<file path="config.mk">
export PLATFORM = sky130hd
export DESIGN_NAME = chkx_front
export DESIGN_NICKNAME = d
export VERILOG_FILES = /design/src/chkx_pkg.sv /design/src/chkx_front.sv
export SDC_FILE = /design/constraint.sdc
export NUM_CORES = 1
export LEC_CHECK = 0
export BUFFER_PORTS_ARGS = -buffer_cell sky130_fd_sc_hd__buf_2
export CORE_MARGIN = 2
export CORE_UTILIZATION = 30
export DETAILED_ROUTE_END_ITERATION = 6
export HOLD_SLACK_MARGIN = 0.12
export PLACE_DENSITY = 0.67
export SYNTH_ARGS = -nofsm -noshare
export SYNTH_HDL_FRONTEND = slang
export SYNTH_SLANG_ARGS = --single-unit
</file>
<file path="constraint.sdc">
create_clock -name i_clk -period 5.55 [get_ports i_clk]
set_input_delay 0.555 -clock i_clk [delete_from_list [all_inputs] [get_ports i_clk]]
set_output_delay 0.555 -clock i_clk [all_outputs]
set_load 0.02 [all_outputs]
</file>
<file path="src/chkx_pkg.sv">
// ----------------------------------------------------------------------------
// chkx_pkg
// Shared types, constants and round functions for the ChaCha keystream block.
// ----------------------------------------------------------------------------
package chkx_pkg;

    localparam int RoundsDefault = 20;
    localparam int QueueDepthDefault = 2;
    localparam int NumCfgRegs = 8;
    localparam int CfgIdxW = 3;

    // Register index of the counter and low nonce word; a write here restarts
    // the keystream at a new block.
    localparam logic [CfgIdxW-1:0] CfgCtrNonce = CfgIdxW'(6);

    typedef logic [15:0][31:0] t_state;
    typedef logic [7:0][63:0] t_block;
    typedef logic [NumCfgRegs-1:0][63:0] t_cfg_regs;

    typedef struct packed {
        logic [63:0] data;
        logic        mode;
        logic        start;
        logic [31:0] ctr;
        logic [2:0]  pos;
    } t_item;

    typedef struct packed {
        logic               we;
        logic [CfgIdxW-1:0] idx;
        logic [63:0]        data;
    } t_cfg_wr;

    function automatic logic [31:0] rotl(input logic [31:0] x, input int n);
        return (x << n) | (x >> (32 - n));
    endfunction

    function automatic t_state quarter(input t_state s, input int a, input int b,
                                       input int c, input int d);
        t_state t;
        t = s;
        t[a] = t[a] + t[b]; t[d] = rotl(t[d] ^ t[a], 16);
        t[c] = t[c] + t[d]; t[b] = rotl(t[b] ^ t[c], 12);
        t[a] = t[a] + t[b]; t[d] = rotl(t[d] ^ t[a], 8);
        t[c] = t[c] + t[d]; t[b] = rotl(t[b] ^ t[c], 7);
        return t;
    endfunction

    // One column pass or one diagonal pass; the four quarter rounds of a
    // pass touch disjoint words and so work side by side.
    function automatic t_state chacha_round(input t_state s, input logic diag);
        t_state t;
        t = s;
        if (!diag) begin
            t = quarter(t, 0, 4, 8, 12);
            t = quarter(t, 1, 5, 9, 13);
            t = quarter(t, 2, 6, 10, 14);
            t = quarter(t, 3, 7, 11, 15);
        end else begin
            t = quarter(t, 0, 5, 10, 15);
            t = quarter(t, 1, 6, 11, 12);
            t = quarter(t, 2, 7, 8, 13);
            t = quarter(t, 3, 4, 9, 14);
        end
        return t;
    endfunction

endpackage

</file>
<file path="src/chkx_front.sv">
// ----------------------------------------------------------------------------
// chkx_front
// Request intake: tags each word with its block position and block counter.
// ----------------------------------------------------------------------------
module chkx_front (
    input  logic             i_clk,
    input  logic             i_rst_n,
    input  chkx_pkg::t_cfg_wr i_cfg,
    input  logic             i_push,
    input  logic [63:0]      i_data_in,
    input  logic             i_mode,
    input  logic             i_q_full,
    output logic             o_full,
    output logic             o_q_push,
    output chkx_pkg::t_item  o_q_item
);

    logic [2:0]  r_pos;
    logic [31:0] r_ctr;
    logic [2:0]  n_pos;
    logic [31:0] n_ctr;
    logic        accept;

    assign o_full   = i_q_full;
    assign accept   = i_push && !i_q_full;
    assign o_q_push = accept;

    always_comb begin
        o_q_item.data  = i_data_in;
        o_q_item.mode  = i_mode;
        o_q_item.start = (r_pos == 3'd0);
        o_q_item.ctr   = r_ctr;
        o_q_item.pos   = r_pos;
    end

    always_comb begin
        n_pos = r_pos;
        n_ctr = r_ctr;
        if (i_cfg.we && i_cfg.idx == chkx_pkg::CfgCtrNonce) begin
            n_pos = 3'd0;
            n_ctr = i_cfg.data[31:0];
        end else if (accept) begin
            n_pos = r_pos + 3'd1;
            // The counter moves on once the first word of a block is taken.
            if (r_pos == 3'd0) begin
                n_ctr = r_ctr + 32'd1;
            end
        end
    end

    always_ff @(posedge i_clk) begin
        if (!i_rst_n) begin
            r_pos <= 3'd0;
            r_ctr <= 32'd0;
        end else begin
            r_pos <= n_pos;
            r_ctr <= n_ctr;
        end
    end

endmodule

</file>
==> results.yml, run 1 <==
floorplan:
  initial_core_util_pct: 31.21
  dieWidth_um: 96.92
  die_y_um: 96.92
  fp.coreArea_sq_um: 8299
  dieArea_sq_um: 9393
  ioPinCount: 240
  row_count: 33
timing:
  finalSetupTns_ns: 0
  clock-skew-final_ns: 0.006216
  rsz0062_at_grt: "false"
  fmax_mhz: 363.7
  drv_slew: 0
  setup_viol: 0
  tightest_slew_ns: 1.164
  maxSlewHeadroom_pct: 21.98
  finalCritPeriodShare_pct: 49.54
  finalHoldViolCount: 0
  min_period_ns: 2.749
flow_run:
  drv_cap: 0
pwr:
  ir_drop_mv: 0.08360
  p_per_area_nw_per_um2: 228.8
  p_leak_nw: 1.007
  p_total_mw: 0.6067
finish:
  stdcell_area_sq_um: 2651
  utilization_pct: 31.95
  nFillCells: 904
  layout_common_cells: "77 x buf_2, 35 x dfxtp_1, 22 x o21ai_0"
  final_common_cell: "buf_2"
  fin_nets: 467
  n_antenna_cell: 0
  drive_above_1_share_pct: 27.44
  area_growth_pct: 2.367
  final_cells: 433
setup_path:
  ff2ff_path_depth: 4
  regToRegSetupSlack_ns: 2.80
  crit_chain: "and4_1, nand4_1, or4b_2, a31oi_1"
  critical_path_required_ns: 5.76
  crit_buf_inv: 0
  slowest_delay_ns: 0.91
  crit_arrival_ns: 2.96
  critical_path.endpoint_type: "register"
  crit_type: "reg -> reg"
  r2r-start: "r_ctr[11]$_SDFFE_PN0P_"
  reg2reg_to: "r_ctr[21]$_SDFFE_PN0P_"
  cp_top_family: "simple AND/OR/NAND/NOR gates"
  critical_path.slowest_cell: "or4b_2"
  crit_fanout: 26
  cp-start-kind: "register"
run_status:
  status: "finished, final reports clean"
placed_design:
  io_buffers: 77
  dpl.cell_count: 425
  gp_congestion: 0.7914
  postPlaceCellArea_sq_um: 2534
  dp_hpwl_um: 5113
grt:
  antenna_found_initial: 0
  grt_pass1_wl_um: 11320
  grt_overflow: 0
  grt_max_degree: 33
  track_usage_pct: 14.43
  grt_pass1_vias: 2177
clock_network:
  root_buffer: "clkbuf_8"
  cts_tree: "done"
  clk-insertion-delay-late_ns: 0.29
  clock_sinks: 35
  hold_buffers: 0
  post_cts_resized: 0
  cts_buffers: 5
  post-cts-setup-buffer-count: 0
  htree_levels: 2
  clockBufferDepth: 2
  path_clk_slew_ns: 0.08
routing:
  drtPass1Iterations: 4
  vias_per_cell: 5.464
  postRouteAntennaNets: 0
  first_iter_violations: 125
  routed_wl_um: 6936
  route.vias.total: 2366
  drc: 0
  routedWlPerCell_um: 16.02
synth:
  synth_edf_count: 0
  synth_cell_types: 39
  synth_nets: 470
  synthCells: 330
  ys_seq_elements: 35
  synth_flop_cell: "dfxtp_1"
  async_reset_ff_share_pct: 0
  avgSynthCellArea_sq_um: 7.848
  synth.yosys.warnings: 0
  syn_area_sq_um: 2590
  seq_area_frac_synth_pct: 27.05
worst_hold_path:
  hold_depth: 3
  worstHoldStart: "i_cfg[16]"
  hold_class: "in -> reg"
  hold-path-endpoint: "r_ctr[16]$_SDFFE_PN0P_"
## cell families (layout without fill, tap and decap cells)
group	count (synthesis)	in the layout	synth area share (%)
compound gates	69	69	17.49
xor+xnor	12	12	4.058
fa+ha+maj	3	3	1.449
buf+inv	92	90	23.00
flops	35	35	27.05
mux	1	1	0.3865
simple gates	118	118	26.57
## worst max-delay path by stage
stage / start / to / slack [ns] / depth (start not counted)
after floorplan: r_pos[0]$_SDFFE_PP0P_ / r_ctr[25]$_SDFFE_PN0P_ / 3.34 / 8
after global placement: i_cfg[64] / r_ctr[23]$_SDFFE_PN0P_ / 2.78 / 6
after detailed placement: i_cfg[64] / r_ctr[23]$_SDFFE_PN0P_ / 2.72 / 6
after CTS: r_ctr[11]$_SDFFE_PN0P_ / r_ctr[21]$_SDFFE_PN0P_ / 2.82 / 4
after global routing: r_ctr[11]$_SDFFE_PN0P_ / r_ctr[21]$_SDFFE_PN0P_ / 2.62 / 4
final: r_ctr[11]$_SDFFE_PN0P_ / r_ctr[21]$_SDFFE_PN0P_ / 2.80 / 4
## Yosys cell counts, types with 2 or more instances
| cell type | count | area share, % |
|---|---|---|
| a211oi_1 | 13 | 3.8 |
| a21oi_1 | 3 | 0.58 |
| a31oi_1 | 15 | 3.6 |
| and2_1 | 5 | 1.2 |
| and3_1 | 3 | 0.72 |
| and3b_1 | 2 | 0.68 |
| and4_1 | 5 | 1.7 |
| buf_2 | 2 | 0.39 |
| buf_4 | 66 | 19 |
| clkbuf_1 | 20 | 2.9 |
| dfxtp_1 | 35 | 27 |
| ha_1 | 3 | 1.4 |
| inv_1 | 4 | 0.58 |
| nand2_1 | 16 | 2.3 |
| nand3_1 | 11 | 2.1 |
| nand3b_1 | 3 | 0.87 |
| nand4_1 | 14 | 3.4 |
| nand4b_1 | 2 | 0.68 |
| nor2_1 | 19 | 2.8 |
| nor2b_1 | 2 | 0.48 |
| nor3_1 | 6 | 1.2 |
| nor4_1 | 6 | 1.4 |
| o21ai_0 | 22 | 4.3 |
| o311ai_0 | 2 | 0.68 |
| o31ai_1 | 8 | 2.3 |
| o41a_1 | 3 | 1.3 |
| or2_2 | 2 | 0.48 |
| or3_1 | 5 | 1.2 |
| or4_1 | 12 | 3.5 |
| or4b_2 | 2 | 0.77 |
| xnor2_1 | 5 | 1.7 |
| xor2_1 | 7 | 2.4 |
## worst reg2reg max path: cells and delay by family, from the launching register on
kind	cells	cell delay, ns
and+or+nand+nor	3	1.99
DFF	1	0.49
AOI/OAI and AO/OA	1	0.18
## state kept, by name, summed over array words and instances, names as in the netlist
| name | count |
|---|---|
| r_ctr | 32 |
| r_pos | 3 |
## through the flow
step / setup slack [ns] / hold slack (ns)
finish: 2.801 / 0.5024
CTS: 2.822 / 0.5014
global placement: 2.783 / 0.5161
detailed placement: 2.724 / 0.5182
floorplan: 3.342 / 0.5805
global route: 2.619 / 0.5195
## final cells by class
class	count	area [sq um]	area share (%)
Inverter	4	15.01	0.5663
Sequential cell	35	700.7	26.43
Multi-Input combinational cell	203	1294	48.80
Timing Repair Buffer	78	392.9	14.82
Clock buffer	6	82.58	3.115
Tap cell	105	131.4	4.955
Clock inverter	2	35.03	1.321
## metal layers
| metal | GRT usage, % | vias to the layer above | wire, um |
|---|---|---|---|
| li1 | - | 1152 | - |
| met1 | 18.95 | 1099 | 3166 |
| met2 | 22.49 | 105 | 3227 |
| met3 | 5.130 | 10 | 492 |
| met4 | 3.792 | 0 | 50 |
| met5 | 0 | - | 0 |
## power by group
| part | internal [mW] | switching [mW] | total [mW] |
|---|---|---|---|
| clock | 0.145 | 0.0987 | 0.244 |
| combinational | 0.0352 | 0.0493 | 0.0846 |
| sequential | 0.262 | 0.0155 | 0.278 |
(Power assumes the default switching activity.)
==> inputs of run 2 (changes only) <==
--- a/config.mk
+++ b/config.mk
@@ -5,12 +5,13 @@
 export SDC_FILE = /design/constraint.sdc
 export NUM_CORES = 1
 export LEC_CHECK = 0
+export ABC_AREA = 1
 export BUFFER_PORTS_ARGS = -buffer_cell sky130_fd_sc_hd__buf_2
 export CORE_MARGIN = 2
 export CORE_UTILIZATION = 30
 export DETAILED_ROUTE_END_ITERATION = 6
 export HOLD_SLACK_MARGIN = 0.12
-export PLACE_DENSITY = 0.67
+export PLACE_DENSITY = 0.66
 export SYNTH_ARGS = -nofsm -noshare
 export SYNTH_HDL_FRONTEND = slang
 export SYNTH_SLANG_ARGS = --single-unit
==> constraint.sdc (replaced) <==
create_clock -name i_clk -period 2.5 [get_ports i_clk]
set_input_delay 0.25 -clock i_clk [delete_from_list [all_inputs] [get_ports i_clk]]
set_output_delay 0.25 -clock i_clk [all_outputs]
set_load 0.02 [all_outputs]
==> run 2 against run 1 <==
Effect of this change:
- die area is 18% higher
- register-to-register slack worse by 2.1 ns
- sequential power is 110% higher
- critical path depth is 8 higher
- sequential share of layout area is 4.6 points lower
- clock skew is 0.0021 ns higher
- first-iteration DRC count is 54% higher
- routed wire length is 22% higher
- clock power is 130% higher
- hold slack worse by 0.28 ns
- flip-flop and latch count stayed put
- largest cell class unchanged
- highest routed layer unchanged
==> results.yml, run 2 <==
run_status:
  status: "finished, final reports clean"
synth:
  synth_top_cell_area_share_pct: 22.77
  seq_area_frac_synth_pct: 22.77
  avgSynthCellArea_sq_um: 6.080
  synth.yosys.warnings: 0
  synth_top_area_cell: "dfxtp_1"
  synth_flop_cell: "dfxtp_1"
  syn_area_sq_um: 3077
  synth_cell_types: 27
  synth_commonest_cells: "141 x nand2_1, 66 x buf_4, 55 x inv_1"
  async_reset_ff_share_pct: 0
  ys_seq_elements: 35
  synth_nets: 646
  synth_edf_count: 0
  synth_area_leaders: "dfxtp_1 23%, nand2_1 17%, buf_4 16%"
  synthCells: 506
  yosys.cell_count.top_type: "nand2_1"
timing:
  tightest_slew_ns: 0.4811
  clock-skew-final_ns: 0.008362
  min_period_ns: 1.790
  rsz0062_at_grt: "false"
  finalCritPeriodShare_pct: 71.58
  setup_viol: 0
  drv_slew: 0
  fin_hold_ws_ns: 0.2192
  maxSlewHeadroom_pct: 67.88
  finalSetupTns_ns: 0
  finalHoldViolCount: 0
  fmax_mhz: 558.8
finish:
  largest_register_ffs: 32
  layout_common_cells: "141 x nand2_1, 77 x buf_2, 55 x inv_1"
  nFillCells: 1104
  fin_nets: 654
  utilization_pct: 32.55
  top_regs: "r_ctr: 32 flops, r_pos: 3 flops"
  drive_above_1_share_pct: 22.72
  largest-register: "r_ctr"
  final_common_cell: "nand2_1"
  area_growth_pct: 4.351
  n_antenna_cell: 0
pwr:
  p_per_area_nw_per_um2: 414.6
  p_total_mw: 1.331
  ir_drop_mv: 0.1876
  p_leak_nw: 1.452
clock_network:
  post-cts-setup-buffer-count: 0
  cts_buffers: 5
  clock_sinks: 35
  cts_tree: "done"
  htree_levels: 2
  hold_buffers: 0
  post_cts_resized: 0
  clk-insertion-delay-late_ns: 0.30
  path_clk_slew_ns: 0.08
  root_buffer: "clkbuf_8"
  clockBufferDepth: 2
setup_path:
  reg2reg_to: "r_ctr[10]$_SDFFE_PN0P_"
  cp_top_family: "simple AND/OR/NAND/NOR gates"
  crit_buf_inv: 4
  crit_type: "reg -> reg"
  critical_path.slowest_cell: "dfxtp_1"
  critical_path_required_ns: 2.71
  ff2ff_path_depth: 12
  regToRegSetupSlack_ns: 0.71
  slowest_delay_ns: 0.38
  cp_common_cell: "inv_1"
  r2r-start: "r_pos[0]$_SDFFE_PP0P_"
  crit_chain: "inv_1, ha_1, inv_1, nor2_2, nand2_4, nand2_2, inv_2, nor3_1, nand2_1, nand3_1, nand2_1, inv_1"
  crit_fanout: 26
  crit_arrival_ns: 2.00
  cp-start-kind: "register"
  critical_path.endpoint_type: "register"
grt:
  grt_pass1_vias: 2989
  grt_most_used_layer: "met2"
  grt_util_met3_pct: 3.525
  grt_pass1_wl_um: 14260
  antenna_found_initial: 0
  track_usage_pct: 15.67
  use_met1_pct: 20.60
  grt_overflow: 0
  gr-usage-met2_pct: 25.94
  grt_max_degree: 33
routing:
  drc: 0
  routedWlPerCell_um: 13.09
  route.vias.total: 3028
  first_iter_violations: 193
  vias_per_cell: 4.673
  drtPass1Iterations: 5
  routed_wl_um: 8485
  postRouteAntennaNets: 0
worst_hold_path:
  hold-path-endpoint: "r_ctr[7]$_SDFFE_PN0P_"
  hold_class: "in -> reg"
  hold_depth: 3
  worstHoldStart: "i_cfg[7]"
floorplan:
  fp.coreArea_sq_um: 9864
  dieArea_sq_um: 11080
  die_y_um: 105.3
  initial_core_util_pct: 31.19
  row_count: 36
  dieWidth_um: 105.3
  ioPinCount: 240
placed_design:
  gp_congestion: 0.9212
  io_buffers: 77
  dp_hpwl_um: 6346
flow_run:
  drv_cap: 0
[run 2: cell count changes after synthesis, sizes merged, moves of 9 or more]
cell	change
inv	+56
or4	-12
nor2	+40
a211oi	-13
a21oi	+16
clkbuf	-15
nand4	-9
nand2	+136
nand3	+33
[run 2: cells by family after synthesis]
group | synth area share [%]
adder cells (fa/ha/maj) | 1.220
buffers and inverters | 25.95
AND/OR/NAND/NOR | 39.73
flip-flops | 22.77
AO/OA/AOI/OAI | 10.04
XOR/XNOR | 0.2847
[run 2: power breakdown]
group | leakage (nW) | switching, mW | total [mW] | internal, mW
Clock | 0.0612 | 0.233 | 0.556 | 0.323
Combinational | 1.11 | 0.119 | 0.185 | 0.0663
Sequential | 0.283 | 0.0188 | 0.590 | 0.571
Total | 1.45 | 0.371 | 1.33 | 0.960
[run 2: layout make-up]
cell class	count	area (sq um)	area share, %
inverters	62	232.7	7.249
clock buffers	6	82.58	2.572
multi-input cells	329	1578	49.14
flip-flops and latches	35	700.7	21.82
well taps	133	166.4	5.183
clock inverters	2	35.03	1.091
repair buffers	81	415.4	12.94
[run 2: worst min-delay path: stages]
cell and delay [ns]:
buf_2 0.09, nand2_1 0.05, a31oi_1 0.07
[run 2: how the worst max path moves through the flow]
stage,startpoint,slack (ns),cells after the start,endpoint
after CTS,r_pos[0]$_SDFFE_PP0P_,0.70,12,r_ctr[10]$_SDFFE_PN0P_
after detailed placement,r_pos[0]$_SDFFE_PP0P_,0.72,12,r_ctr[10]$_SDFFE_PN0P_
after floorplan,r_pos[0]$_SDFFE_PP0P_,0.85,11,r_ctr[13]$_SDFFE_PN0P_
final,r_pos[0]$_SDFFE_PP0P_,0.71,12,r_ctr[10]$_SDFFE_PN0P_
after global routing,r_pos[0]$_SDFFE_PP0P_,0.51,12,r_ctr[10]$_SDFFE_PN0P_
after global placement,r_pos[0]$_SDFFE_PP0P_,0.78,12,r_ctr[10]$_SDFFE_PN0P_
[run 2: layer usage]
metal  up-vias  share of wire [%]
li1       1543                  -
met1      1361                 44
met2       117                 47
met3         7                8.6
met4         0               0.80
met5         -                  0
[run 2: per-stage QoR]
step                      instances  setup WS (ns)  instance area [sq um]
after floorplan                 506         0.8497                   3077
after global placement          640         0.7808                   3093
after detailed placement        640         0.7210                   3093
after CTS                       648         0.7049                   3211
after global routing            648         0.5102                   3211
final                           648         0.7104                   3211
==> inputs of run 3 (changes only) <==
--- a/config.mk
+++ b/config.mk
@@ -5,13 +5,13 @@
 export SDC_FILE = /design/constraint.sdc
 export NUM_CORES = 1
 export LEC_CHECK = 0
-export ABC_AREA = 1
+export ABC_AREA = 0
 export BUFFER_PORTS_ARGS = -buffer_cell sky130_fd_sc_hd__buf_2
 export CORE_MARGIN = 2
 export CORE_UTILIZATION = 30
 export DETAILED_ROUTE_END_ITERATION = 6
 export HOLD_SLACK_MARGIN = 0.12
-export PLACE_DENSITY = 0.66
+export PLACE_DENSITY = 0.67
 export SYNTH_ARGS = -nofsm -noshare
 export SYNTH_HDL_FRONTEND = slang
 export SYNTH_SLANG_ARGS = --single-unit
==> constraint.sdc (replaced) <==
create_clock -name i_clk -period 1.9 [get_ports i_clk]
set_input_delay 0.19 -clock i_clk [delete_from_list [all_inputs] [get_ports i_clk]]
set_output_delay 0.19 -clock i_clk [all_outputs]
set_load 0.02 [all_outputs]
==> run 3 against run 2 <==
Effect of this change:
- sequential power rose by 35%
- global-route usage decreased by 0.34 points
- die area is 15% lower
- register-to-register slack got worse by 0.69 ns
- count of clock-buffer cells in the layout up 1
- critical path type unchanged
==> results.yml, run 3 (synthesis gave the netlist of run 1 again) <==
run_status:
  status: "finished, final reports clean"
pwr:
  p_per_area_nw_per_um2: 544.3
  power_frac_seq_pct: 48.5
  p_clk_share_pct: 32.5
  p_total_mw: 1.648
  ir_drop_mv: 0.2897
  p_sw_mw: 0.4816
  p_comb_share_pct: 19.1
  internal-power_mw: 1.166
  switching_share_pct: 29.22
  p_leak_nw: 1.210
floorplan:
  dieArea_sq_um: 9393
  row_count: 33
  dieWidth_um: 96.92
  initial_core_util_pct: 31.21
  fp.coreArea_sq_um: 8299
  ioPinCount: 240
  die_y_um: 96.92
timing:
  drv_slew: 0
  finalHoldViolCount: 0
  finalSetupTns_ns: 0
  rsz0062_at_grt: "true"
  tightest_slew_ns: 0.4436
  fmax_mhz: 533.3
  clock-skew-final_ns: 0.005989
  min_period_ns: 1.875
  setup_viol: 0
  maxSlewHeadroom_pct: 70.42
  finalCritPeriodShare_pct: 98.69
setup_path:
  crit_arrival_ns: 2.10
  slowest_delay_ns: 0.45
  crit_type: "reg -> reg"
  crit_fanout: 3
  critical_path.endpoint_type: "register"
  cp-start-kind: "register"
  cp_top_family: "simple AND/OR/NAND/NOR gates"
  crit_chain: "inv_4, ha_4, buf_6, nand3b_1, or4_4, or4_1, a31oi_1"
  critical_path.slowest_cell: "or4_4"
  critical_path_required_ns: 2.12
  crit_buf_inv: 2
grt:
  grt_overflow: 0
  antenna_found_initial: 0
  grt_max_degree: 32
  grt_pass1_vias: 2457
  track_usage_pct: 15.33
  grt_pass1_wl_um: 12070
routing:
  routedWlPerCell_um: 16.12
  vias_per_cell: 5.416
  first_iter_violations: 182
  drtPass1Iterations: 4
  routed_wl_um: 7639
  postRouteAntennaNets: 0
  route.vias.total: 2567
  drc: 0
finish:
  drive_above_1_share_pct: 41.46
  layout_common_cells: "79 x buf_2, 37 x buf_4, 24 x dfxtp_1"
  top_regs: "r_ctr: 32 flops, r_pos: 3 flops"
  area_growth_pct: 16.91
  largest-register: "r_ctr"
  final_common_cell: "buf_2"
  register_area_sq_um: 719.4
  fin_nets: 508
  multiInputGateArea_sq_um: 1371
  utilization_pct: 36.48
  nFillCells: 854
  largest_register_ffs: 32
  n_antenna_cell: 0
  stdcell_area_sq_um: 3028
clock_network:
  clk-insertion-delay-late_ns: 0.29
  htree_levels: 2
  path_clk_slew_ns: 0.07
  hold_buffers: 0
  clockBufferDepth: 2
  cts_buffers: 5
  root_buffer: "clkbuf_8"
  clock_sinks: 35
  cts_tree: "done"
placed_design:
  gp_congestion: 0.8007
  io_buffers: 77
  dp_hpwl_um: 5714
  postPlaceCellArea_sq_um: 2844
worst_hold_path:
  hold_class: "in -> reg"
flow_run:
  drv_cap: 0
## run 3: cell count changes in the layout (fill, tap and decap cells not counted), sizes merged, moves of 6 or more
cell    previous run  this run
a21oi             19         3
a211oi             0        13
a31oi              8        15
o31ai              0         8
nand3             44        11
nor2              59        19
xor2               1         7
inv               60         4
nand2            152        16
nand4              5        14
or4                0        12
buf               81       119
## run 3: cell type report
cell class	count	share of cell area (%)
clock buffers	7	2.521
clock inverters	1	0.1653
inverters	4	0.5785
multi-input cells	203	45.29
flip-flops and latches	35	23.76
well taps	105	4.339
repair buffers	119	23.35
## run 3: power groups by stage
stage / Sequential, mW / Combinational [mW] / Clock (mW)
after CTS: 0.798 / 0.314 / 0.550
after floorplan: 0.859 / 0.315 / 0
after global placement: 0.813 / 0.299 / 0
final: 0.799 / 0.314 / 0.535
after global routing: 0.804 / 0.345 / 0.575
after detailed placement: 0.814 / 0.305 / 0
## run 3: through the flow
stage / setup slack (ns) / hold slack, ns / std cells
after floorplan: -0.1133 / 0.3365 / 330
after CTS: 0.0003215 / 0.1445 / 470
final: 0.02493 / 0.1435 / 474
after global placement: -0.05843 / 0.3801 / 462
after detailed placement: -0.09876 / 0.3801 / 462
after global routing: -0.05764 / 0.1616 / 474
## run 3: path summary, 6_finish.rpt
path / from / slack, ns / to / cells after the start
worst max-delay path: r_pos[1]$_SDFFE_PP0P_ / 0.02 / r_ctr[26]$_SDFFE_PN0P_ / 7
worst min-delay path: i_cfg[16] / 0.14 / r_ctr[16]$_SDFFE_PN0P_ / 3
worst min register to register: r_ctr[26]$_SDFFE_PN0P_ / 0.53 / r_ctr[26]$_SDFFE_PN0P_ / 2
worst max register to register: r_pos[1]$_SDFFE_PP0P_ / 0.02 / r_ctr[26]$_SDFFE_PN0P_ / 7
## run 3: per-layer routing
| layer | track usage, % | vias up | wire (um) |
|---|---|---|---|
| li1 | - | 1231 | - |
| met1 | 19.57 | 1209 | 3433 |
| met2 | 24.41 | 93 | 3505 |
| met3 | 3.974 | 34 | 458 |
| met4 | 6.609 | 0 | 242 |
| met5 | 0 | - | 0 |
## run 3: worst register-to-register path, cell delays in order, from the launching register on
cell	delay, ns
dfxtp_4	0.35
inv_4	0.06
ha_4	0.15
buf_6	0.09
nand3b_1	0.15
or4_4	0.45
or4_1	0.40
a31oi_1	0.16
## run 3: timing repair
item | 4_1_cts | 5_1_grt
gates resized for setup | 6 | 13
setup endpoints to repair | 9 | 13
pin swaps | 2 | 5
endpoints found under the hold margin | 0 | 0
gates cloned | 0 | 2
buffers inserted | 0 | 2
