$ cat config.mk
export PLATFORM = sky130hd
export DESIGN_NAME = chkx_queue
export DESIGN_NICKNAME = d
export VERILOG_FILES = /design/src/chkx_pkg.sv /design/src/chkx_queue.sv
export SDC_FILE = /design/constraint.sdc
export NUM_CORES = 1
export LEC_CHECK = 0
export BUFFER_PORTS_ARGS = -buffer_cell sky130_fd_sc_hd__buf_4
export CAP_MARGIN = 40
export CORE_MARGIN = 3
export CORE_UTILIZATION = 40
export CTS_CLUSTER_DIAMETER = 120
export DETAILED_ROUTE_END_ITERATION = 6
export GPL_TIMING_DRIVEN = 0
export MAX_ROUTING_LAYER = met4
export PLACE_DENSITY = 0.68
export SLEW_MARGIN = 5
export SYNTH_ARGS = -nofsm -noshare
export SYNTH_HDL_FRONTEND = slang
export SYNTH_SLANG_ARGS = --single-unit
export TNS_END_PERCENT = 50
$ cat constraint.sdc
create_clock -name i_clk -period 6.5 [get_ports i_clk]
set_input_delay 0.325 -clock i_clk [delete_from_list [all_inputs] [get_ports i_clk]]
set_output_delay 0.325 -clock i_clk [all_outputs]
set_load 0.005 [all_outputs]
$ cat src/chkx_pkg.sv
// ----------------------------------------------------------------------------
// chkx_pkg
// Shared types, constants and round functions for the ChaCha keystream block.
// ----------------------------------------------------------------------------
package chkx_pkg;

    localparam int RoundsDefault = 20;
    localparam int QueueDepthDefault = 2;
    localparam int NumCfgRegs = 8;
    localparam int CfgIdxW = 3;

    // Register index of the counter and low nonce word; a write here restarts
    // the keystream at a new block.
    localparam logic [CfgIdxW-1:0] CfgCtrNonce = CfgIdxW'(6);

    typedef logic [15:0][31:0] t_state;
    typedef logic [7:0][63:0] t_block;
    typedef logic [NumCfgRegs-1:0][63:0] t_cfg_regs;

    typedef struct packed {
        logic [63:0] data;
        logic        mode;
        logic        start;
        logic [31:0] ctr;
        logic [2:0]  pos;
    } t_item;

    typedef struct packed {
        logic               we;
        logic [CfgIdxW-1:0] idx;
        logic [63:0]        data;
    } t_cfg_wr;

    function automatic logic [31:0] rotl(input logic [31:0] x, input int n);
        return (x << n) | (x >> (32 - n));
    endfunction

    function automatic t_state quarter(input t_state s, input int a, input int b,
                                       input int c, input int d);
        t_state t;
        t = s;
        t[a] = t[a] + t[b]; t[d] = rotl(t[d] ^ t[a], 16);
        t[c] = t[c] + t[d]; t[b] = rotl(t[b] ^ t[c], 12);
        t[a] = t[a] + t[b]; t[d] = rotl(t[d] ^ t[a], 8);
        t[c] = t[c] + t[d]; t[b] = rotl(t[b] ^ t[c], 7);
        return t;
    endfunction

    // One column pass or one diagonal pass; the four quarter rounds of a
    // pass touch disjoint words and so work side by side.
    function automatic t_state chacha_round(input t_state s, input logic diag);
        t_state t;
        t = s;
        if (!diag) begin
            t = quarter(t, 0, 4, 8, 12);
            t = quarter(t, 1, 5, 9, 13);
            t = quarter(t, 2, 6, 10, 14);
            t = quarter(t, 3, 7, 11, 15);
        end else begin
            t = quarter(t, 0, 5, 10, 15);
            t = quarter(t, 1, 6, 11, 12);
            t = quarter(t, 2, 7, 8, 13);
            t = quarter(t, 3, 4, 9, 14);
        end
        return t;
    endfunction

endpackage

$ cat src/chkx_queue.sv
// ----------------------------------------------------------------------------
// chkx_queue
// Small request queue between the intake and the cipher core.
// ----------------------------------------------------------------------------
module chkx_queue #(
    parameter int DEPTH = chkx_pkg::QueueDepthDefault
) (
    input  logic            i_clk,
    input  logic            i_rst_n,
    input  logic            i_push,
    input  chkx_pkg::t_item i_item,
    input  logic            i_pop,
    output logic            o_full,
    output logic            o_empty,
    output chkx_pkg::t_item o_item
);

    localparam int PtrW = (DEPTH > 1) ? $clog2(DEPTH) : 1;
    localparam int CntW = $clog2(DEPTH + 1);
    localparam logic [PtrW-1:0] LastPtr = PtrW'(DEPTH - 1);
    localparam logic [CntW-1:0] FullCnt = CntW'(DEPTH);

    chkx_pkg::t_item r_mem [DEPTH];
    logic [PtrW-1:0] r_wr_ptr;
    logic [PtrW-1:0] r_rd_ptr;
    logic [CntW-1:0] r_cnt;
    logic            do_push;
    logic            do_pop;

    assign o_full  = (r_cnt == FullCnt);
    assign o_empty = (r_cnt == '0);
    assign o_item  = r_mem[r_rd_ptr];
    assign do_push = i_push && !o_full;
    assign do_pop  = i_pop && !o_empty;

    always_ff @(posedge i_clk) begin
        if (do_push) begin
            r_mem[r_wr_ptr] <= i_item;
        end
    end

    always_ff @(posedge i_clk) begin
        if (!i_rst_n) begin
            r_wr_ptr <= '0;
            r_rd_ptr <= '0;
            r_cnt    <= '0;
        end else begin
            if (do_push) begin
                r_wr_ptr <= (r_wr_ptr == LastPtr) ? '0 : r_wr_ptr + 1'b1;
            end
            if (do_pop) begin
                r_rd_ptr <= (r_rd_ptr == LastPtr) ? '0 : r_rd_ptr + 1'b1;
            end
            if (do_push && !do_pop) begin
                r_cnt <= r_cnt + 1'b1;
            end else if (do_pop && !do_push) begin
                r_cnt <= r_cnt - 1'b1;
            end
        end
    end

endmodule

==> results.md, run 1 <==
STA:
- Based on the critical path, the design can be clocked at up to 446 MHz.
- The final max-slew violation count came to 0.
- The final period demand of the worst path is 2240 ps.
- Setup repair after global routing left no endpoint under its margin.
- The slew of the pin with the lowest slew margin is 762 ps.
- The final-layout worst hold slack is 21.7 ps.
- The tightest slew margin relative to the limit is 49.2%.
- On the final layout, the worst clock skew is 22.5 ps.
- Setup violations remaining at the end of the flow were counted as 0.
- The number of hold-slack violations in the final timing report is 0.
- After layout, the worst path uses 34.5% of the clock period.

Layout:
- The post-layout instance area is 10,700 um2.
- Relative to the synthesized area, the layout overhead comes to 41.8%.
- In the final layout, the share of cells above drive strength 1 is 41.7%.
- In the final design database the tool counted 733 nets.
- The repair_antennas step left the layout with diodes totalling 0.

Logic synthesis:
- Synthesis produced a netlist whose cell count is 339.
- The most used standard cell by instance count after synthesis is edfxtp_1.
- After synthesis the cells add up to 7550 um2.
- During synthesis, Yosys emitted a total of 0 warnings.
- Sorting the synthesized cells by area gives the leading types as edfxtp_1, mux2_1, mux2_2.
- The cell type with the largest total area after synthesis is edfxtp_1.
- Yosys mapped a number of flops with a built-in enable equal to 202.
- In this run, synthesis produced a sequential element count of 207.
- A synthesized cell averages 22.3 um2.
- The sequential share of the synthesized area is 81.7%.
- The synthesized design devotes to its leading area cell type 80.3% of total area.
- The number of library cell types mapped by synthesis is 23.
- The proportion of synthesized flip-flops having asynchronous set or reset is 0%.
- The commonest cells after synthesis are edfxtp_1, mux2_1, mux2_2.
- The most common flop cell mapped by yosys is edfxtp_1.
- The synthesized netlist net count is 445.

Route:
- In this run the remaining antenna-violating nets after routing total 0.
- The detailed-router iteration count before antenna repair is 4.
- In the routed layout, each cell is associated on average with a via count of 4.75.
- Dividing the detail-routed wire length by the instance count gives 17.8 um.
- The length of routed met3 wiring is 965 um.
- The uppermost signal routing layer after detailed routing is met4.
- The routed length on met1 is 6230 um.
- The detailed router placed 4,135 vias in this run.
- The total wire length after detailed routing is 15,500 um.
- For this run, design rule violations remaining after detail routing come to 0.
- In this run, the number of DRC markers left after iteration 0 of detailed routing was 170.
- In the detailed route, the total length drawn on met2 is 7870 um.

Critical path:
- The required time of the critical path is 6680 ps.
- The largest individual stage delay along the critical path comes from the cell nor3_4.
- Walking the worst path, the cells encountered are nand2b_1, inv_2, nor3_4, buf_8, buf_8, buf_8.
- The launching element type of the critical path is a flop.
- The critical path ends at r_mem[0][68].
- The number of cells on the worst reg-to-reg path is 6.
- The critical path is of the flop to flop type.
- The data arrival time of the critical path is 2430 ps.
- The reg-to-reg critical path endpoint is r_mem[0][68].
- Along the worst path, the maximum fanout reaches 18.
- The cell repeated most along the worst path is buf_8.
- In this design, the stage delay of the slowest critical-path cell is 540 ps.
- The reg-to-reg critical path startpoint is r_cnt[0].
- The setup check on the worst reg-to-reg path leaves a slack of 4260 ps.
- The kind of end point of the critical path is a flop.
- The worst setup path startpoint is r_cnt[0].

Global route:
- The initial antenna violation count is 0.
- The global routing usage summed across all routing layers is 14.7%.
- Entering global routing, the biggest net connects 52 pins.
- The via count of the first global-routing pass is 4,520.
- Global routing finished with a remaining overflow of 0.
- The global-route wire length before repair is 23,200 um.

Pwr:
- The share of total power in the clock network is 30.3%.
- The cell-internal power is 2950 uW.
- In this run switching power makes up 24.5% of total power.
- Power spread over the standard cell area amounts to 365 nW/um2.
- The switching power total is 959 uW.
- VDD sags by at most 0.235 mV.
- The share of total power dissipated in combinational logic is 25.7%.
- Per report_power, the sequential group accounts for 44.0% of the total.
- Summed over all cells, the static leakage comes to 0.00404 uW.

Place:
- The half-perimeter wire length of the detailed placement result is 10,200 um.
- During placement, the flow inserted port buffers numbering 207.
- Routability-driven placement finished with a final weighted congestion of 0.740.
- Summing all placed instances gives a cell area of 9540 um2.

Floorplanning:
- The site row count is 49.
- Once the floorplan was initialized, standard cells occupied 41.3% of the core.
- The die area is 20,600 um2.
- During I/O placement, the number of pins put on the boundary was 208.
- The core footprint is 18,300 um2.
- The die is 143 um wide.
- The die span in y is 143 um.

Clock tree:
- TritonCTS created 23 clock buffers.
- The root buffer cell chosen for the clock tree is clkbuf_16.
- The number of instances resized during post-cts repair is 0.
- The maximum clock path buffer count is 3.
- The tree built by TritonCTS fans out to 207 sinks.
- The TritonCTS clock tree is built.
- For the worst-skew pair, the clock arrives at the later sink with an insertion delay of 490 ps.
- Post-CTS timing repair inserted 0 buffers for setup.
- In this run the number of H-tree levels came out at 1.
- The total of hold buffers inserted after clock tree synthesis is 47.
- The clock transition at the registers of the reported paths is 60 ps.

Run:
- The max-cap check violation count is 0.

Hold path:
- In this run the worst hold path is classified as input port to flop.

Status:
- The run finished with clean final reports.
==> worst max-delay path, delay by kind of cell, from the launching register on <==
kind                   cells  cell delay, ps
AND/OR/NAND/NOR            2             770
flip-flops                 1             440
buffers and inverters      4             720
==> stage by stage <==
| stage | utilization [%] | power (uW) | setup slack [ps] | std cells | setup TNS (ps) |
|---|---|---|---|---|---|
| global placement | 51.4 | 2700 | -586 | 775 | -59080 |
| CTS | 58.5 | 3960 | 4290 | 869 | 0 |
| global route | 58.6 | 4100 | 4120 | 870 | 0 |
| finish | 58.6 | 3910 | 4260 | 870 | 0 |
| detailed placement | 52.2 | 2740 | 4320 | 783 | 0 |
| floorplan | - | 2210 | 1490 | 339 | 0 |
==> kinds of logic (layout without fill, tap and decap cells) <==
group                      count (synthesis)  in the layout  share of synthesized area (%)
buffers and inverters                     13            315                           1.61
muxes                                    101            101                           15.1
and+or+nand+nor                            9              9                          0.729
AOI/OAI and AO/OA                          5              5                          0.431
adders and majority gates                  1              1                          0.166
DFF                                      207            207                           81.7
xor gates and xnor gates                   3              3                          0.348
==> sequential cells by signal, summed over array words and instances (netlist names), named ones only <==
register and cells:
r_mem 202, r_cnt 2, r_wr_ptr 1, r_rd_ptr 1
==> power by group through the flow <==
stage	logic [uW]	clock network (uW)	registers (uW)
final	1010	1180	1720
after global routing	1090	1280	1730
after CTS	1020	1220	1720
after detailed placement	992	0	1740
after global placement	928	0	1770
after floorplan	455	0	1750
==> worst min-delay path by stage <==
stage | from | endpoint | slack (ps) | depth (start not counted)
floorplan | i_item[0] | r_mem[0][0] | 420 | 0
global placement | r_cnt[1] | r_cnt[1] | 500 | 2
detailed placement | i_item[85] | r_mem[0][85] | 510 | 1
CTS | i_item[49] | r_mem[1][49] | 0.7 | 1
global route | i_item[2] | r_mem[1][2] | 1 | 1
finish | i_item[2] | r_mem[1][2] | 20 | 1
==> layout make-up <==
cell class / instances / area [um2]
Sequential cell: 207 / 6170
Tap cell: 229 / 287
Clock buffer: 28 / 594
Buffer: 11 / 114
Multi-Input combinational cell: 119 / 1270
Timing Repair Buffer: 263 / 2170
Clock inverter: 11 / 96.3
Inverter: 2 / 7.51
Fill cell: 1359 / 7560
==> per-layer routing <==
layer	global-route usage [%]	up-vias
met2	25.5	153
met1	17.1	2029
met3	3.79	30
li1	-	1923
met4	3.77	0
met5	-	-
==> cells in the final DEF, fill, tap and decap left out, types with 2 or more instances in the layout <==
cell type      count
buf_4            208
edfxtp_1         202
mux2_1            90
dlygate4sd3_1     48
clkbuf_16         23
mux2_2            11
buf_6              9
clkinv_1           7
buf_8              7
dfxtp_1            5
clkbuf_1           5
and2_1             3
nor2_1             2
xnor2_1            2
bufinv_16          2
clkinv_2           2
Power figures use the tool's default switching activity.
==> run 2: changes to the inputs <==
Settings changed: ABC_AREA from default to 1, PLACE_DENSITY 0.68 to 0.7.
Clock period 6.5 ns to 2 ns, I/O delays scaled along.
==> results.md, run 2 <==
Clock tree:
- CTS placed an instance of clkbuf_16 at the clock tree root.
- The clock transition at the registers of the reported paths was 60 ps (about the same).
- The maximum clock path buffer count is 3 (unchanged).
- The total number of clock tree sinks is 207 (unchanged).
- The TritonCTS clock tree is built.
- The number of levels the H-tree was split into is 1 (unchanged).
- The number of buffers added by the clock tree synthesis step is 23 (unchanged).
- The number of instances resized during post-cts repair is 0 (unchanged).
- The clock insertion delay at the later pin of the skew report is 480 ps (about the same).

Critical path:
- The critical path is of the flop to flop type.
- The slowest stage of the critical path belongs to the cell nor2_4.
- In this run the worst setup path begins at r_cnt[1].
- The kind of end point of the critical path is a flop.
- The cell repeated most along the worst path is buf_16.
- The required time of the critical path is 2180 ps (-4500 ps).
- The biggest fanout along the worst timing path was 26 (+8).
- The signal on the critical path passes through inv_2, o21ai_4, nor2_4, buf_16, buf_16, buf_12.
- The timing endpoint of the critical path is r_mem[1][48].
- The data arrival time of the critical path is 2090 ps (-340 ps).
- The worst setup path is launched from a flop.
- The slack of the worst reg-to-reg path is 90 ps (-4170 ps).
- The reg-to-reg critical path endpoint is r_mem[1][48].
- The delay of the slowest critical-path stage is 470 ps (-70 ps).
- The worst-case reg-to-reg path depth was 6 (unchanged).
- In this run the critical register-to-register path is launched from r_cnt[1].

STA:
- The setup slack after layout is 90.9 ps (-4170 ps).
- The number of hold-slack violations in the final timing report was 0 (unchanged).
- The maximum frequency from static timing analysis is 524 MHz (+17%).
- The tightest slew margin relative to the limit is 62.3% (+13 points).
- The slew of the pin with the lowest slew margin is 564 ps (-198 ps).
- The total of endpoints with negative setup slack in the final report is 0 (unchanged).
- The final setup skew came to 9.97 ps (-12.6 ps).
- The share of the clock period used by the worst path after layout is 95.5% (+61 points).
- The final period demand of the worst path came to 1910 ps (-332 ps).
- The final max-slew violation count is 0 (unchanged).
- Setup repair after global routing could not meet its margin everywhere.
- The final-layout setup total negative slack is 0 ps (unchanged).

Layout:
- The post-layout instance area is 11,800 um2 (+10%).
- The most common cell after layout, fill and taps aside is buf_4.
- Leaving out fill and tap cells, the most frequent cells in the layout are buf_4, edfxtp_1, dlygate4sd3_1, mux2_4, clkbuf_16.
- The count of placed standard cells in the final layout, fillers left out is 977 (+12%).
- The largest registers in the layout are r_mem: 202 flops, r_cnt: 2 flops.
- The antenna diode instance count was 0 (unchanged).
- The largest register by flop count is r_mem.
- Relative to the synthesized area, the layout overhead comes to 47.9%.
- The share of the core filled with cells is 60.4% (+1.8 points).
- The flip-flop count of the largest register after layout is 202 (unchanged).
- The fraction of layout instances using a drive strength above 1 is 51.0% (+9.3 points).
- The final net count is 803 (+9.5%).

Route:
- The number of DRC markers after the initial detailed-route iteration is 166 (-2.4%).
- The total wire length after detailed routing is 16,700 um (+7.7%).
- The post-detailed-route count of antenna-violating nets was 0 (unchanged).
- The via count was 4,415 (+6.8%).
- The wire length per cell was 17.1 um (-4.1%).
- The count of unresolved DRC violations after routing is 0 (unchanged).
- The routed via count divided by cell count is 4.52 (-4.9%).
- The detailed-router iteration count before antenna repair came to 4 (unchanged).

Logic synthesis:
- The synthesized netlist net count is 458 (+2.9%).
- The number of library cell types mapped by synthesis is 16 (-30%).
- The count of flip-flops with a built-in enable after synthesis was 202 (unchanged).
- The most common flop cell mapped by yosys is edfxtp_1.
- The area fraction in compound gates after synthesis was 0.251% (-0.18 points).
- The cell count after synthesis is 352 (+3.8%).
- After synthesis, the cell types taking the most area are edfxtp_1, mux2_4, buf_12.
- The cell type with the largest total area after synthesis is edfxtp_1.
- The sequential share of the synthesized area is 77.3% (-4.4 points).
- The post-synthesis register bit count was 207 (unchanged).
- The number of warnings reported in the yosys synthesis log is 0 (unchanged).
- The largest family of logic cells by synthesized area is multiplexers.
- The proportion of synthesized flip-flops having asynchronous set or reset came to 0% (unchanged).
- The most used standard cell by instance count after synthesis is edfxtp_1.
- Sorting the synthesized cells by how often they occur yields edfxtp_1, mux2_4, mux2_2, nor2_1.
- The xor/xnor share of the synthesized area was 0% (-0.35 points).
- The share of the synthesized area in the top cell type was 76.0% (-4.3 points).
- The synthesized-area fraction occupied by adder cells is 0.157% (-0.0089 points).
- The synthesized area per cell is 22.7 um2 (+1.8%).
- The multiplexer share of the synthesized area is 18.5% (+3.4 points).
- The post-synthesis instance area is 7980 um2 (+5.7%).
- The synthesized-area fraction occupied by and/or/nand/nor cells is 0.941% (+0.21 points).

Floorplanning:
- The core footprint came to 19,500 um2 (+6.9%).
- The initial cell density of the core is 40.9% (-0.47 points).
- The die span in y is 147 um (+2.7%).
- The die area is 21,700 um2 (+5.4%).
- The die outline width is 147 um (+2.7%).
- The number of top-level pins is 208 (unchanged).
- The site row count was 51 (+4.1%).

Pwr:
- The largest vdd supply drop is 0.729 mV (+210%).
- The total power density per cell area is 1120 nW/um2 (+210%).
- The leakage power of the design came to 0.00464 uW (+15%).

Run:
- The max-cap check violation count is 0 (unchanged).

Place:
- The instance count after placement with tap cells included is 832 (+6.3%).
- The routability congestion estimate from global placement is 0.710 (-4.0%).
- The worst setup slack before clock tree synthesis is 38.0 ps (-4280 ps).
- The half-perimeter wire length of the detailed placement result is 10,600 um (+3.4%).
- The cell area reported after detailed placement is 10,100 um2 (+5.7%).
- The count of port buffers added during placement is 207 (unchanged).

Global route:
- The overflow left after global routing is 0 (unchanged).
- The via count of the first global-routing pass was 4,811 (+6.4%).
- The global routing usage summed across all routing layers came to 15.4% (+0.70 points).
- The largest net degree at the start of global routing is 30 (-42%).
- The global-route wire length before repair was 25,900 um (+12%).
- The initial antenna violation count is 0 (unchanged).

Hold path:
- The min-delay analysis places its worst path in the category input port to flop.

Status:
- The run finished with clean final reports.
[run 2: layout make-up]
class / instances / area, um2
clock inverter: 10 / 68.8
sequential: 207 / 6170
buffer: 11 / 196
tap: 265 / 332
timing repair buffer: 320 / 2790
clock buffer: 30 / 602
inverter: 9 / 33.8
fill: 1407 / 7730
multi-input combinational: 125 / 1610
[run 2: power breakdown]
group	total [uW]	leakage, uW	switching (uW)	internal [uW]
clock	3760	0.000329	1530	2230
combinational	3760	0.00239	1490	2260
sequential	5650	0.00193	169	5480
total	13200	0.00464	3190	9980
[run 2: cell families after synthesis]
| family | Yosys count |
|---|---|
| buf+inv | 20 |
| compound gates | 4 |
| fa+ha+maj | 1 |
| flops | 207 |
| mux | 101 |
| simple gates | 19 |
[run 2: repair_timing]
action                                  in CTS  in global routing
hold endpoints to repair                   207                  0
buffers inserted                             0                  2
hold buffers                               103                  0
endpoints found under the setup margin       0                 52
[run 2: worst min path at each step]
stage	startpoint	endpoint	depth (start not counted)
floorplan	i_item[0]	r_mem[0][0]	0
global placement	i_item[80]	r_mem[0][80]	1
detailed placement	i_item[94]	r_mem[0][94]	1
CTS	i_pop	r_rd_ptr	5
global route	i_pop	r_rd_ptr	5
finish	i_pop	r_rd_ptr	5
[run 2: worst max-delay path: cells and delay by family, from the launching register on]
kind / cells / cell delay [ps]
compound gates: 1 / 90
buf+inv: 4 / 700
flops: 1 / 330
simple gates: 1 / 470
[run 2: routing by layer]
layer | GRT usage (%) | vias to the layer above | share of wire (%)
li1 | - | 2068 | -
met2 | 26.6 | 163 | 51
met1 | 18.0 | 2154 | 40
met5 | - | - | 0
met4 | 3.91 | 0 | 2.2
met3 | 4.26 | 30 | 6.9
[run 2: per-stage QoR]
stage	hold WS, ps	power (uW)
after detailed placement	288	9340
after CTS	20.0	13300
after floorplan	199	7680
after global placement	285	9110
after global routing	67.4	13800
final	49.3	13200
==> run 3: changes to the inputs <==
Settings changed: CAP_MARGIN 40 to 20, CORE_ASPECT_RATIO from default to 1.25.
==> results.md, run 3 (same netlist as run 2, synthesis figures left out) <==
Status:
- The run finished with clean final reports.

Route:
- The count of unresolved DRC violations after routing came to 0 (unchanged).
- The wire length per cell is 16.6 um (-2.6%).
- The total wire length after detailed routing is 16,200 um (-2.8%).
- The detailed-router iteration count before antenna repair is 4 (unchanged).
- The via count is 4,379 (-0.82%).
- The post-detailed-route count of antenna-violating nets is 0 (unchanged).
- The routed via count divided by cell count came to 4.49 (-0.61%).
- The number of DRC markers after the initial detailed-route iteration is 150 (-9.6%).

Floorplanning:
- The die area is 21,700 um2 (about the same).
- The die outline width was 132 um (-10%).
- The die span in y is 164 um (+11%).
- The initial cell density of the core is 40.8% (about the same).
- The site row count is 57 (+12%).
- The core footprint is 19,500 um2 (about the same).
- The number of top-level pins is 208 (unchanged).

Pwr:
- The largest vdd supply drop is 0.780 mV (+6.9%).
- The leakage power of the design is 0.00464 uW (about the same).
- The power share of the sequential group was 42.8% (about the same).
- The total power density per cell area is 1120 nW/um2 (+0.24%).
- The combinational group share of total power is 28.2% (-0.3 points).
- The switching share of power came to 24.5% (+0.25 points).
- The switching power total is 3230 uW (+1.2%).
- The share of total power in the clock network is 29.1% (+0.6 points).
- The cell-internal power came to 9960 uW (-0.13%).

Clock tree:
- The tree is rooted in a clkbuf_16.
- The maximum clock path buffer count came to 3 (unchanged).
- The number of buffers added by the clock tree synthesis step came to 22 (-4.3%).
- The clock transition at the registers of the reported paths is 60 ps (about the same).
- The TritonCTS clock tree is built.
- The total number of clock tree sinks is 207 (unchanged).
- The number of instances resized during post-cts repair is 0 (unchanged).
- The number of levels the H-tree was split into is 1 (unchanged).
- The clock insertion delay at the later pin of the skew report is 490 ps (about the same).

Run:
- The max-cap check violation count came to 0 (unchanged).

Critical path:
- The critical path is of the flop to output pin type.
- STA classifies the critical path endpoint as an output pin.
- For this design, the slowest cell found on the critical path is dfxtp_1.
- Traced cell by cell, the critical path runs through buf_6, buf_12, mux2_4, buf_4.
- The required time of the critical path is 1900 ps (-280 ps).
- The delay of the slowest critical-path stage is 340 ps (-130 ps).
- The data arrival time of the critical path is 1760 ps (-330 ps).
- The launching element type of the critical path is a flop.
- The biggest fanout along the worst timing path is 10 (-62%).

Global route:
- The largest net degree at the start of global routing is 32 (+6.7%).
- The overflow left after global routing is 0 (unchanged).
- The global routing usage summed across all routing layers is 14.7% (-0.75 points).
- The global-route wire length before repair was 24,800 um (-4.1%).
- The initial antenna violation count came to 0 (unchanged).
- The via count of the first global-routing pass is 4,847 (+0.75%).

STA:
- The slew of the pin with the lowest slew margin was 593 ps (+29.3 ps).
- The number of hold-slack violations in the final timing report is 0 (unchanged).
- The maximum frequency from static timing analysis came to 539 MHz (+2.9%).
- The final period demand of the worst path is 1860 ps (-54.0 ps).
- The total of endpoints with negative setup slack in the final report is 0 (unchanged).
- The final setup skew is 8.27 ps (-1.70 ps).
- The share of the clock period used by the worst path after layout came to 92.8% (-2.7 points).
- The setup slack after layout is 145 ps (+54.0 ps).
- The tightest slew margin relative to the limit is 60.4% (-2.0 points).
- The final max-slew violation count is 0 (unchanged).
- Setup repair after global routing left no endpoint under its margin.

Layout:
- The fraction of layout instances using a drive strength above 1 is 51.7% (+0.71 points).
- In the layout the commonest cells are buf_4, edfxtp_1, dlygate4sd3_1, mux2_4, clkbuf_16.
- The antenna diode instance count is 0 (unchanged).
- The final net count is 800 (-0.37%).
- The synthesis-to-layout area growth is 47.8% (about the same).
- The largest registers in the layout are r_mem: 202 flops, r_cnt: 2 flops.
- The flip-flop count of the largest register after layout came to 202 (unchanged).
- The register with the most flip-flops in the final layout is r_mem.
- The most common cell after layout, fill and taps aside is buf_4.
- The share of the core filled with cells came to 60.4% (-0.072 points).
- The count of fill cells added during filler insertion is 1,438 (+2.2%).

Place:
- The worst setup slack before clock tree synthesis is 89.2 ps (+51.2 ps).
- The count of port buffers added during placement is 207 (unchanged).
- The half-perimeter wire length of the detailed placement result is 10,400 um (-1.9%).
- The routability congestion estimate from global placement is 0.710 (about the same).

Hold path:
- The path class of the tightest hold or removal check is input port to flop.
[run 3: power groups by stage]
| stage | sequential [uW] | combinational, uW | clock (uW) |
|---|---|---|---|
| after CTS | 5650 | 3770 | 3960 |
| after detailed placement | 5740 | 3590 | 0 |
| after global routing | 5690 | 3970 | 4140 |
| after global placement | 5750 | 3370 | 0 |
| final | 5640 | 3720 | 3830 |
| after floorplan | 5720 | 1960 | 0 |
[run 3: repair_timing]
item,4_1_cts,5_1_grt
hold endpoints to repair,207,0
setup buffers,0,0
hold buffers,103,0
setup endpoints to repair,0,31
[run 3: path summary, 6_finish.rpt]
check	start	endpoint	slack (ps)	cells after the start
max	flop	o_item[21]	140	4
min reg2reg	r_rd_ptr	flop	500	2
max reg2reg	r_cnt[1]	r_mem[0][68]	220	5
min	i_pop	flop	40	6
[run 3: critical path: cells and delay by family, from the launching register on]
kind | cells | cell delay, ps
flops | 1 | 340
buf+inv | 3 | 610
mux | 1 | 300
[run 3: final cells by class]
type | instances | area, um2 | share of cell area, %
buffer | 11 | 196 | 1.67
clock buffer | 28 | 593 | 5.03
clock inverter | 12 | 109 | 0.923
inverter | 9 | 33.8 | 0.286
multi-input combinational | 126 | 1620 | 13.7
sequential | 207 | 6170 | 52.3
tap | 265 | 332 | 2.81
timing repair buffer | 317 | 2750 | 23.3
[run 3: layer usage]
metal  track usage (%)  wire (um)  share of wire (%)  vias up
met1              16.4       6130                 38     2123
met5                 -          0                  0        -
met2              26.3       8710                 54      160
met4              4.44        368                2.3        0
li1                  -          -                  -     2063
met3              3.46        978                6.0       33
[run 3: metrics by stage]
step	std cells	setup TNS (ps)	instance area (um2)	total power [uW]	hold slack [ps]
after floorplan	352	-78830	8010	7680	199
after global placement	824	-234050	9890	9120	285
after detailed placement	831	0	10100	9320	288
after CTS	974	0	11800	13400	21.7
after global routing	975	0	11800	13800	69.7
final	975	0	11800	13200	43.8
